[config.mk]
export PLATFORM = sky130hd
export DESIGN_NAME = cycle_alarm_queue
export DESIGN_NICKNAME = d
export VERILOG_FILES = /design/src/rtl/caq_pkg.sv /design/src/rtl/caq_cell.sv /design/src/rtl/caq_ctrl.sv /design/src/rtl/cycle_alarm_queue.sv
export SDC_FILE = /design/constraint.sdc
export NUM_CORES = 2
export LEC_CHECK = 0
export ABC_AREA = 1
export BUFFER_PORTS_ARGS = -buffer_cell sky130_fd_sc_hd__buf_4
export CAP_MARGIN = 15
export CORE_AREA = 2 2 529 637
export CTS_CLUSTER_DIAMETER = 120
export DETAILED_ROUTE_END_ITERATION = 8
export DIE_AREA = 0 0 531 639
export GPL_ROUTABILITY_DRIVEN = 0
export PLACE_DENSITY = 0.5
export SYNTH_ARGS = -nofsm -noshare
export SYNTH_HDL_FRONTEND = slang
export SYNTH_SLANG_ARGS = --single-unit
[constraint.sdc]
create_clock -name clk_i -period 13.8 [get_ports clk_i]
set_input_delay 3.45 -clock clk_i [delete_from_list [all_inputs] [get_ports clk_i]]
set_output_delay 3.45 -clock clk_i [all_outputs]
set_load 0.1 [all_outputs]
[src/rtl/caq_pkg.sv]
// Package for the cycle alarm queue: field widths, codes, entry and chain-op types.
// No dependencies; used by every module of the block.
package caq_pkg;

  localparam int unsigned TRIG_W         = 63;
  localparam int unsigned PAY_W          = 64;
  localparam int unsigned FIRE_LIMIT     = 16;
  localparam int unsigned FIRE_W         = $clog2(FIRE_LIMIT + 1);
  localparam int unsigned DEF_MAX_ALARMS = 16;
  localparam int unsigned IN_DATA_W      = 128;
  localparam int unsigned OUT_DATA_W     = 128;

  localparam logic [TRIG_W-1:0] TRIG_MAX = {TRIG_W{1'b1}};

  typedef enum logic [1:0] {
    CMD_ADD_ABS = 2'd0,
    CMD_ADD_REL = 2'd1,
    CMD_TICK    = 2'd2
  } cmd_e;

  typedef enum logic [1:0] {
    KIND_ACCEPT = 2'd0,
    KIND_REJECT = 2'd1,
    KIND_FIRED  = 2'd2
  } kind_e;

  typedef enum logic [1:0] {
    ST_IDLE,
    ST_INS_OUT,
    ST_SCAN,
    ST_FIRE
  } state_e;

  typedef struct packed {
    logic [TRIG_W-1:0] trig;
    logic [PAY_W-1:0]  pay;
  } entry_t;

  // One command broadcast to every cell of the chain.
  typedef struct packed {
    logic   shift;   // every cell takes its upper neighbor
    logic   write;   // the addressed cell loads data instead
    entry_t data;
  } chain_op_t;

endpackage

[src/rtl/caq_cell.sv]
// One alarm slot of the chain: holds a trigger and a payload.
// Depends on caq_pkg for entry_t and chain_op_t.
module caq_cell (
  input  logic               clk_i,
  input  caq_pkg::chain_op_t op_i,
  input  logic               hit_i,
  input  caq_pkg::entry_t    nbr_i,
  output caq_pkg::entry_t    ent_o
);

  caq_pkg::entry_t ent_q, ent_d;

  always_comb begin
    ent_d = ent_q;
    if (op_i.write && hit_i) begin
      ent_d = op_i.data;
    end else if (op_i.shift) begin
      ent_d = nbr_i;
    end
  end

  always_ff @(posedge clk_i) begin
    ent_q <= ent_d;
  end

  assign ent_o = ent_q;

endmodule

[src/rtl/caq_ctrl.sv]
// Sequencer of the alarm queue: stream ports, cycle counter, fill count, minimum
// tracking and the output register. Depends on caq_pkg; drives the cell chain.
module caq_ctrl #(
  parameter int unsigned MAX_ALARMS = caq_pkg::DEF_MAX_ALARMS,
  localparam int unsigned IDX_W = (MAX_ALARMS > 1) ? $clog2(MAX_ALARMS) : 1,
  localparam int unsigned CNT_W = $clog2(MAX_ALARMS + 1)
) (
  input  logic                           clk_i,
  input  logic                           rst_ni,
  input  logic                           s_axis_tvalid,
  output logic                           s_axis_tready,
  input  logic [1:0]                     s_axis_tuser,  // cmd
  input  logic [caq_pkg::IN_DATA_W-1:0]  s_axis_tdata,  // when_cycle, payload
  output logic                           m_axis_tvalid,
  input  logic                           m_axis_tready,
  output logic [1:0]                     m_axis_tuser,  // kind
  output logic                           m_axis_tlast,  // last
  output logic [caq_pkg::OUT_DATA_W-1:0] m_axis_tdata,  // fired_payload, next_due
  input  caq_pkg::entry_t                head_i,
  output caq_pkg::chain_op_t             op_o,
  output logic [IDX_W-1:0]               wr_pos_o
);

  localparam int unsigned TW = caq_pkg::TRIG_W;
  localparam int unsigned PW = caq_pkg::PAY_W;
  localparam int unsigned FW = caq_pkg::FIRE_W;

  caq_pkg::state_e state_q, state_d;

  logic [TW-1:0]    cycle_q, cycle_d;
  logic [CNT_W-1:0] count_q, count_d;
  logic [CNT_W-1:0] rem_q, rem_d;
  logic [FW-1:0]    nf_q, nf_d;
  logic [FW-1:0]    fired_q, fired_d;
  logic [TW-1:0]    min_q, min_d;
  logic [TW-1:0]    kmin_q, kmin_d;
  caq_pkg::kind_e   rsp_kind_q, rsp_kind_d;
  logic [TW-1:0]    rsp_due_q, rsp_due_d;
  logic             ov_q, ov_d;
  caq_pkg::kind_e   okind_q, okind_d;
  logic [PW-1:0]    opay_q, opay_d;
  logic [TW-1:0]    odue_q, odue_d;
  logic             olast_q, olast_d;

  logic             in_acc;
  logic [TW-1:0]    in_when;
  logic [PW-1:0]    in_pay;
  logic [TW:0]      rel_sum;
  logic [TW-1:0]    ins_trig;
  logic [TW-1:0]    ins_min;
  logic             head_due;
  logic             fire_sel;
  logic             ofree;
  logic             last_step;
  logic             step_go;
  logic             full;
  logic [CNT_W-1:0] cnt_m1;
  logic [TW-1:0]    cyc_inc;

  assign s_axis_tready = (state_q == caq_pkg::ST_IDLE);
  assign in_acc    = s_axis_tvalid && s_axis_tready;
  assign in_when   = s_axis_tdata[TW-1:0];
  assign in_pay    = s_axis_tdata[TW+PW-1:TW];
  assign rel_sum   = {1'b0, cycle_q} + {1'b0, in_when};
  assign ins_trig  = (caq_pkg::cmd_e'(s_axis_tuser) == caq_pkg::CMD_ADD_REL)
                     ? (rel_sum[TW] ? caq_pkg::TRIG_MAX : rel_sum[TW-1:0])
                     : in_when;
  assign ins_min   = (ins_trig < min_q) ? ins_trig : min_q;
  assign head_due  = (head_i.trig <= cycle_q);
  assign fire_sel  = head_due && (fired_q < FW'(caq_pkg::FIRE_LIMIT));
  assign ofree     = !ov_q || m_axis_tready;
  assign last_step = (rem_q == CNT_W'(1));
  assign step_go   = !fire_sel || ofree;
  assign full      = (count_q == CNT_W'(MAX_ALARMS));
  assign cnt_m1    = count_q - CNT_W'(1);
  assign cyc_inc   = (cycle_q == caq_pkg::TRIG_MAX) ? cycle_q : cycle_q + TW'(1);

  // next state
  always_comb begin
    state_d = state_q;
    unique case (state_q)
      caq_pkg::ST_IDLE: begin
        if (in_acc) begin
          unique case (caq_pkg::cmd_e'(s_axis_tuser))
            caq_pkg::CMD_ADD_ABS,
            caq_pkg::CMD_ADD_REL: state_d = caq_pkg::ST_INS_OUT;
            caq_pkg::CMD_TICK: begin
              if (count_q != '0) state_d = caq_pkg::ST_SCAN;
            end
            default: state_d = caq_pkg::ST_IDLE;
          endcase
        end
      end
      caq_pkg::ST_INS_OUT: begin
        if (ofree) state_d = caq_pkg::ST_IDLE;
      end
      caq_pkg::ST_SCAN: begin
        if (last_step) state_d = (nf_d == '0) ? caq_pkg::ST_IDLE : caq_pkg::ST_FIRE;
      end
      caq_pkg::ST_FIRE: begin
        if (step_go && last_step) state_d = caq_pkg::ST_IDLE;
      end
      default: state_d = caq_pkg::ST_IDLE;
    endcase
  end

  // datapath and chain control
  always_comb begin
    cycle_d    = cycle_q;
    count_d    = count_q;
    rem_d      = rem_q;
    nf_d       = nf_q;
    fired_d    = fired_q;
    min_d      = min_q;
    kmin_d     = kmin_q;
    rsp_kind_d = rsp_kind_q;
    rsp_due_d  = rsp_due_q;
    ov_d       = ov_q && !m_axis_tready;
    okind_d    = okind_q;
    opay_d     = opay_q;
    odue_d     = odue_q;
    olast_d    = olast_q;
    op_o       = '0;
    op_o.data  = head_i;
    wr_pos_o   = cnt_m1[IDX_W-1:0];

    unique case (state_q)
      caq_pkg::ST_IDLE: begin
        if (in_acc) begin
          unique case (caq_pkg::cmd_e'(s_axis_tuser))
            caq_pkg::CMD_ADD_ABS,
            caq_pkg::CMD_ADD_REL: begin
              if (!full) begin
                op_o.write     = 1'b1;
                op_o.data.trig = ins_trig;
                op_o.data.pay  = in_pay;
                wr_pos_o       = count_q[IDX_W-1:0];
                count_d        = count_q + CNT_W'(1);
                min_d          = ins_min;
                rsp_kind_d     = caq_pkg::KIND_ACCEPT;
                rsp_due_d      = ins_min;
              end else begin
                rsp_kind_d = caq_pkg::KIND_REJECT;
                rsp_due_d  = min_q;
              end
            end
            caq_pkg::CMD_TICK: begin
              if (count_q == '0) begin
                cycle_d = cyc_inc;
              end else begin
                rem_d  = count_q;
                nf_d   = '0;
                kmin_d = caq_pkg::TRIG_MAX;
              end
            end
            default: ;
          endcase
        end
      end
      caq_pkg::ST_INS_OUT: begin
        if (ofree) begin
          ov_d    = 1'b1;
          okind_d = rsp_kind_q;
          opay_d  = '0;
          odue_d  = rsp_due_q;
          olast_d = 1'b1;
        end
      end
      caq_pkg::ST_SCAN: begin
        // full rotation, nothing removed: count firings, find minimum of survivors
        op_o.shift = 1'b1;
        op_o.write = 1'b1;
        rem_d      = rem_q - CNT_W'(1);
        if (head_due && (nf_q < FW'(caq_pkg::FIRE_LIMIT))) begin
          nf_d = nf_q + FW'(1);
        end else if (head_i.trig < kmin_q) begin
          kmin_d = head_i.trig;
        end
        if (last_step) begin
          if (nf_d == '0) begin
            cycle_d = cyc_inc;
            min_d   = kmin_d;
          end else begin
            rem_d   = count_q;
            fired_d = '0;
          end
        end
      end
      caq_pkg::ST_FIRE: begin
        // second rotation: due entries leave at the head, the rest go to the tail
        if (fire_sel) begin
          if (ofree) begin
            op_o.shift = 1'b1;
            count_d    = cnt_m1;
            fired_d    = fired_q + FW'(1);
            rem_d      = rem_q - CNT_W'(1);
            ov_d       = 1'b1;
            okind_d    = caq_pkg::KIND_FIRED;
            opay_d     = head_i.pay;
            odue_d     = kmin_q;
            olast_d    = (fired_d == nf_q);
          end
        end else begin
          op_o.shift = 1'b1;
          op_o.write = 1'b1;
          rem_d      = rem_q - CNT_W'(1);
        end
        if (step_go && last_step) begin
          cycle_d = cyc_inc;
          min_d   = kmin_q;
        end
      end
      default: ;
    endcase
  end

  always_ff @(posedge clk_i or negedge rst_ni) begin
    if (!rst_ni) begin
      state_q <= caq_pkg::ST_IDLE;
      ov_q    <= 1'b0;
      cycle_q <= '0;
      count_q <= '0;
      rem_q   <= '0;
      nf_q    <= '0;
      fired_q <= '0;
      min_q   <= caq_pkg::TRIG_MAX;
    end else begin
      state_q <= state_d;
      ov_q    <= ov_d;
      cycle_q <= cycle_d;
      count_q <= count_d;
      rem_q   <= rem_d;
      nf_q    <= nf_d;
      fired_q <= fired_d;
      min_q   <= min_d;
    end
  end

  always_ff @(posedge clk_i) begin
    kmin_q     <= kmin_d;
    rsp_kind_q <= rsp_kind_d;
    rsp_due_q  <= rsp_due_d;
    okind_q    <= okind_d;
    opay_q     <= opay_d;
    odue_q     <= odue_d;
    olast_q    <= olast_d;
  end

  assign m_axis_tvalid = ov_q;
  assign m_axis_tuser  = okind_q;
  assign m_axis_tlast  = olast_q;
  assign m_axis_tdata  = {1'b0, odue_q, opay_q};

endmodule

[src/rtl/cycle_alarm_queue.sv]
// Cycle alarm queue top level: sequencer plus a row of alarm cells.
// Depends on caq_pkg, caq_cell and caq_ctrl.
//
// A cycle counter with up to MAX_ALARMS pending alarms kept in insertion order in
// a shift chain of cells; only the head cell is read. An insert is accepted, then
// its result goes into the output register. A tick with no alarms pending only
// advances the counter; otherwise one rotation of the chain counts firings and
// finds the earliest surviving trigger, and if something is due a second rotation
// emits and removes the due alarms, one entry past the head per cycle while the
// output register is free. Output back-pressure stalls the insert result and the
// second rotation while an earlier result still waits in the output register. Up
// to 16 alarms fire per tick; the counter saturates at its top.
// The alarm store has no reset; only filled slots are ever read.
module cycle_alarm_queue #(
  parameter int unsigned MAX_ALARMS = caq_pkg::DEF_MAX_ALARMS
) (
  input  logic                           clk_i,
  input  logic                           rst_ni,
  input  logic                           s_axis_tvalid,
  output logic                           s_axis_tready,
  input  logic [1:0]                     s_axis_tuser,  // [1:0] cmd
  input  logic [caq_pkg::IN_DATA_W-1:0]  s_axis_tdata,  // [62:0] when_cycle, [126:63] payload
  output logic                           m_axis_tvalid,
  input  logic                           m_axis_tready,
  output logic [1:0]                     m_axis_tuser,  // [1:0] kind
  output logic                           m_axis_tlast,  // last
  output logic [caq_pkg::OUT_DATA_W-1:0] m_axis_tdata   // [63:0] fired_payload, [126:64] next_due
);

  localparam int unsigned IDX_W = (MAX_ALARMS > 1) ? $clog2(MAX_ALARMS) : 1;

  caq_pkg::chain_op_t op;
  logic [IDX_W-1:0]   wr_pos;
  caq_pkg::entry_t    ent [MAX_ALARMS];

  caq_ctrl #(
    .MAX_ALARMS(MAX_ALARMS)
  ) u_ctrl (
    .clk_i        (clk_i),
    .rst_ni       (rst_ni),
    .s_axis_tvalid(s_axis_tvalid),
    .s_axis_tready(s_axis_tready),
    .s_axis_tuser (s_axis_tuser),
    .s_axis_tdata (s_axis_tdata),
    .m_axis_tvalid(m_axis_tvalid),
    .m_axis_tready(m_axis_tready),
    .m_axis_tuser (m_axis_tuser),
    .m_axis_tlast (m_axis_tlast),
    .m_axis_tdata (m_axis_tdata),
    .head_i       (ent[0]),
    .op_o         (op),
    .wr_pos_o     (wr_pos)
  );

  for (genvar i = 0; i < MAX_ALARMS; i++) begin : g_cell
    caq_pkg::entry_t nbr;
    logic            hit;

    // the top cell holds on a shift; its contents are past the fill count anyway
    if (i == MAX_ALARMS - 1) begin : g_top
      assign nbr = ent[i];
    end else begin : g_mid
      assign nbr = ent[i+1];
    end

    assign hit = (wr_pos == IDX_W'(i));

    caq_cell u_cell (
      .clk_i(clk_i),
      .op_i (op),
      .hit_i(hit),
      .nbr_i(nbr),
      .ent_o(ent[i])
    );
  end

endmodule

## Word level (Yosys, flattened, before mapping)

Cells that the tools add are included.

| storage, ports and cells | value |
|---|---|
| input bits | 134 |
| word-level logic and storage cells | 281 |
| flip-flop bits (word level) | 2439 |

| cells by class | value |
|---|---|
| equal/unequal tests | 39 |
| order comparisons | 5 |
| mux-type cells | 120 |
| reduce and logical (&&, ||, !) cells | 63 |
| add/sub/neg operators | 7 |

Operator list:

| cell | number |
|---|---|
| $mux 127 | 31 |
| $mux 63 | 24 |
| $mux 128 | 3 |
| $pmux 63 s3 | 2 |
| $pmux 63 s2 | 2 |
| $mux 64 | 3 |
| $pmux 64 s2 | 1 |
| $lt 63x63->1 | 2 |
| $mux 5 | 21 |
| $add 63x63->64 | 1 |
| $add 63x1->63 const B | 1 |
| $eq 63x63->1 const B | 1 |
| $le 63x63->1 | 1 |
| $reduce_bool 2->1 | 19 |
| $eq 4x4->1 const B | 8 |
| $pmux 5 s2 | 3 |
| $logic_and 1x1->1 | 21 |
| $mux 2 | 9 |
| $eq 4x3->1 const B | 4 |
| $mux 4 | 4 |
| $add 5x1->5 const B | 3 |
| $logic_not 5->1 | 3 |
| $pmux 5 s3 | 1 |
| $reduce_and 5->1 | 3 |
| 28 further kinds | 63 |

## Logic depth before layout (Yosys ltp)

| logic depth | value |
|---|---|
| depth after elaboration | 9 |
| gate-level depth with buffers | 35 |
| depth with buffers taken out | 32 |

## Modules after synthesis

A second synthesis with hierarchy kept.

| second synthesis, totals | value |
|---|---|
| cell total of the unflattened synthesis | 13019 |
| area total of the unflattened synthesis | 122074.6 um2 |

Modules (own cells, without submodules):

| module | cells each | sequential area each (um2) | area each (um2) | instances |
|---|---|---|---|---|
| caq_cell | 553 | 3813.7 | 5699.2 | 16 |
| caq_ctrl | 4143 | 11524.8 | 30782.0 | 1 |
| cycle_alarm_queue | 28 | 0.0 | 105.1 | 1 |

## Least setup slack after synthesis

No wires, ideal clock.

| timing | value |
|---|---|
| path type | input to register |
| start point | in s_axis_tuser[1] |
| end point | reg g_cell[15].u_cell.ent_q (netlist bit g_cell[15].u_cell.ent_o[0]), enable pin |
| arrival time | 11.512 ns |
| path buffers | 0 |
| slack | 1.673 ns |
| library setup time | 0.615 ns |
| cell stages on the path | 7 |
| cell sequence | inv_1 -> nand2_1 -> nor2_2 -> nand2_4 -> o21ai_0 -> nand2_1 -> nor2_1 |

| on the way | value |
|---|---|
| longest elaborated chain between the ends | 7 |
| elaborated cells on any way between the ends | 11 |

RTL lines:

| element | RTL line | RTL |
|---|---|---|
| start: declaration | cycle_alarm_queue.sv:21 | `input logic [1:0] s_axis_tuser,` |
| $eq 2x1->1 or $logic_not 2->1 (tied branches) | caq_ctrl.sv:130 | `unique case (caq_pkg::cmd_e'(s_axis_tuser))` |
| $reduce_or 2->1 * | caq_ctrl.sv:130 |  |
| $mux 4 | caq_ctrl.sv:130 |  |
| $mux 4 | caq_ctrl.sv:129 | `if (in_acc) begin` |
| $mux 4 | caq_ctrl.sv:127 | `unique case (state_q)` |
| $eq 4x4->1 | cycle_alarm_queue.sv:66 | `assign hit = (wr_pos == IDX_W'(i));` |
| $logic_and 1x1->1 * | caq_cell.sv:15 | `if (op_i.write && hit_i) begin` |
| end signal: assignment | caq_cell.sv:23 | `ent_q <= ent_d;` |
| end: declaration | caq_cell.sv:11 | `caq_pkg::entry_t ent_q, ent_d;` |

Mark *: on every way between the ends. The rest lies on a longest branch, timed or not.
A chain may end at the register's enable or synchronous reset.

## Final worst setup path

| timing | value |
|---|---|
| start point | in s_axis_tuser[0] |
| end point | reg u_ctrl.rsp_due_q[19] (data pin) |

| on the way | value |
|---|---|
| longest elaborated chain between the ends | 5 |

RTL lines:

| element | RTL line | RTL |
|---|---|---|
| $eq 2x1->1 * | caq_ctrl.sv:65 | `assign ins_trig = (caq_pkg::cmd_e'(s_axis_tuser) == caq_pkg::CMD_ADD_REL)` |
| $mux 63 * | caq_ctrl.sv:66 | `? (rel_sum[TW] ? caq_pkg::TRIG_MAX : rel_sum[TW-1:0])` |
| $lt 63x63->1 | caq_ctrl.sv:68 | `assign ins_min = (ins_trig < min_q) ? ins_trig : min_q;` |
| $mux 63 * | caq_ctrl.sv:68 |  |
| $mux 63 * | caq_ctrl.sv:133 | `if (!full) begin` |
| end signal: assignment | caq_ctrl.sv:242 | `rsp_due_q <= rsp_due_d;` |
| end: declaration | caq_ctrl.sv:38 | `logic [TW-1:0] rsp_due_q, rsp_due_d;` |

Marks and branches as above.

==> impl_results.md <==
- Port Buf Inserts: 264
- Switching Fraction: 41.1%
- Clk root buf: clkbuf_16
- Max IR drop VDD: 0.000279 V
- Area of the multi-input gates: 38,000 um^2
- Final clock skew: 0.0769 ns
- Worst endpoint required time: 14.40 ns
- Clock sinks: 2,438
- Syn nets: 12,660
- Area growth, synth to finish: 12.6%
- Num CTS Buffers: 274
- Slew @ Worst Pin: 1.25 ns
- Die X: 531 um
- DRT iter0 DRCs: 7,231
- Clock edge transition at the registers on the reported setup and hold paths: 0.06 ns
- Leak: 56.6 nW
- Largest net degree at the start of global routing: 115
- Largest delay contributor family on the critical path: simple AND/OR/NAND/NOR gates
- R2R Path End: u_ctrl.rsp_due_q[19]
- RSZ-0062 raised after global routing: false
- Most used cell, CP: buf_4
- Rel. slew slack: 16.7%
- Boundary Pins: 267
- Gates resized, CTS repair: 0
- Final hold slack: 0.460 ns
- Max Freq: 101 MHz
- Die height: 639 um
- Clock Power Share: 19.7%
- Worst setup path class: primary input to flop
- Vias in the first global route: 82,333
- CP bufs+invs: 9
- Mapped cell area: 116,000 um^2
- Min cycle time layout: 9.92 ns
- Total Routing Usage GR: 19.9%
- Yosys warning total: 0
- Clock tree buffer depth: 4
- Internal power: 0.0214 W
- FF-to-FF path depth: 27
- Number of library cell types mapped by synthesis: 66
- Seq/Total Area, Yosys: 62.4%
- DR WL/cell: 20.1 um
- Crit path largest cell delay: 0.85 ns
- Die area: 339,000 um^2
- Final setup fails: 0
- Core region area: 334,000 um^2
- Avg Inst Size Synth: 9.47 um^2
- CTS tree: yes
- Detail Route Antenna Nets: 0
- Fin crit share: 71.9%
- Power per Cell Area: 278 nW/um^2
- WL final: 343,000 um
- Clock latency on the worst-skew pair: 0.88 ns
- DPL Wire Length: 214,000 um
- Share of cells above drive strength 1: 8.53%
- Comb power frac: 38.6%
- Synth Register Bits: 2,438
- Final hold viol count: 0
- CP arrival: 10.52 ns
- Critical Path End Type: flop
- Total gr overflow: 0
- EDFF count, synth: 2,289
- First-pass GRT wire length: 518,000 um
- Starting density of the core: 34.8%
- Hold path endpoint: g_cell[0].u_cell.ent_o[105]
- Setup tns final: 0 ns
- Vias per cell: 4.93
- Slowest cell on crit path: nor4_1
- Nets: 12,715
- Post-CTS Hold Buffers: 0
- Switch Pwr: 0.0149 W
- FILL cells: 32,604
- R2R Path Start: u_ctrl.cycle_q[34]
- Finished Core Util: 39.2%
- DRC: 0
- Drt first pass iters: 8
- Number of max-cap violations: 0
- Commonest cells after routing, fill and taps aside: nand2_1, edfxtp_1, inv_1, o21ai_0, buf_4
- Commonest non-fill, non-tap cell in the layout: nand2_1
- Async set-reset flop share out of synthesis: 6.11%
- Synth Flop Type: edfxtp_1
- Beginning of the worst hold path: g_cell[1].u_cell.ent_o[105]
- Sequential cell area: 72,500 um^2
- R2r setup slk: 6.20 ns
- Core Rows: 233
- Status: finished clean
- CP Max Fanout: 64
- Worst hold stages: 2
- Via Count: 83,861
- Post-Synthesis Cells: 12,268
- Setup Fix Bufs, Post-CTS: 0
- Critical Path Source Type: primary input
- H-tree Lvls: 5
- Register share of total power: 41.7%
- Hold crit path type: flop to flop
- Initial antenna violation count: 2
- Max-slew violations: 0
## state kept, by name (all words and copies together) (netlist names), 2 cells and up
register,count
g_cell.u_cell.ent_o,2032
u_ctrl.min_q,63
u_ctrl.count_q,5
u_ctrl.rem_q,5
u_ctrl.rsp_due_q,63
u_ctrl.kmin_q,63
u_ctrl.nf_q,5
u_ctrl.cycle_q,63
u_ctrl.fired_q,5
u_ctrl.state_q,2
u_ctrl.odue_q,63
u_ctrl.opay_q,64
u_ctrl.m_axis_tuser,2
## Yosys cell counts, types with 86 or more instances
library cell	count	area, um^2
a21oi_1	335	1680
buf_2	340	1700
buf_4	90	676
clkbuf_1	177	664
dfrtp_1	86	2150
edfxtp_1	2289	68700
ha_1	257	3220
inv_1	612	2300
nand2_1	6103	22900
nand3_1	215	1080
nor2_1	424	1590
o21ai_0	501	2510
o21ai_1	130	651
## area by class of cell
class / count / area share, %
timing repair buffer: 455 / 2.75
clock buffer: 342 / 5.56
multi-input combinational: 8511 / 29.1
inverter: 643 / 1.91
tap: 4465 / 4.27
antenna: 3 / 0.00574
clock inverter: 143 / 0.965
sequential: 2438 / 55.5
## power groups by stage
| stage | sequential (W) | clock, W | combinational, W |
|---|---|---|---|
| 3_5_place_dp | 0.0153 | 0 | 0.0141 |
| 6_report | 0.0152 | 0.00716 | 0.0140 |
| 2_1_floorplan | 0.0168 | 0 | 0.00821 |
| 5_1_grt | 0.0155 | 0.00760 | 0.0157 |
| 4_1_cts | 0.0152 | 0.00733 | 0.0142 |
| 3_3_place_gp | 0.0152 | 0 | 0.0138 |
## logic make-up (layout without fill, tap and decap cells)
group / after synthesis / count (layout) / synth area share [%]
AOI/OAI and AO/OA: 1139 / 1139 / 5.36
xor gates and xnor gates: 95 / 95 / 0.716
adders and majority gates: 258 / 258 / 2.79
buffers and inverters: 1319 / 1583 / 5.01
DFF: 2438 / 2438 / 62.4
other: 1 / 4 / 0.00323
and+or+nand+nor: 7018 / 7018 / 23.7
## worst reg2reg max path: stages (launching register included)
cell and delay, ns:
dfrtp_1 0.51, ha_1 0.42, a21oi_1 0.23, nand2_1 0.14, nand2_1 0.08, nand2_1 0.08, nand2_1 0.06, nand2_1 0.06
a21oi_1 0.24, nand2_2 0.07, buf_4 0.28, inv_2 0.56, nand3_1 0.19, o21ai_1 0.23, inv_1 0.12, ha_1 0.34
nand3_1 0.14, nor2_1 0.11, nand4_1 0.19, nor4_1 0.85, nand2_1 0.33, nor4_1 0.28, buf_4 0.22, nand2_4 0.08
buf_4 0.30, nand2_4 0.83, nand2_1 0.22, and2_1 0.21
## metrics by stage
step / worst slack (ns) / instances / cell area (um^2) / power [W]
final: 3.88 / 17000 / 131000 / 0.0363
after global routing: 3.61 / 16998 / 131000 / 0.0388
after CTS: 4.03 / 16990 / 131000 / 0.0367
after detailed placement: 3.11 / 16505 / 122000 / 0.0294
after global placement: 3.18 / 16500 / 122000 / 0.0290
after floorplan: 1.67 / 12268 / 116000 / 0.0250
## per-layer routing
| layer | track usage [%] | part of all wire [%] |
|---|---|---|
| met1 | 26.2 | 43 |
| met2 | 33.2 | 47 |
| met3 | 2.86 | 6.1 |
| met4 | 6.88 | 3.5 |
| met5 | 0 | 0 |
## worst max-delay path by stage
stage | to | start | cells past startpoint
2_1_floorplan | g_cell[15].u_cell.ent_o[0] | s_axis_tuser[1] | 7
3_3_place_gp | u_ctrl.rsp_due_q[12] | s_axis_tdata[2] | 30
3_5_place_dp | u_ctrl.rsp_due_q[19] | s_axis_tuser[0] | 29
4_1_cts | u_ctrl.rsp_due_q[19] | s_axis_tuser[0] | 29
5_1_grt | u_ctrl.rsp_due_q[23] | s_axis_tuser[0] | 29
6_report | u_ctrl.rsp_due_q[19] | s_axis_tuser[0] | 29
No activity file was read; power rests on OpenSTA's default activity.
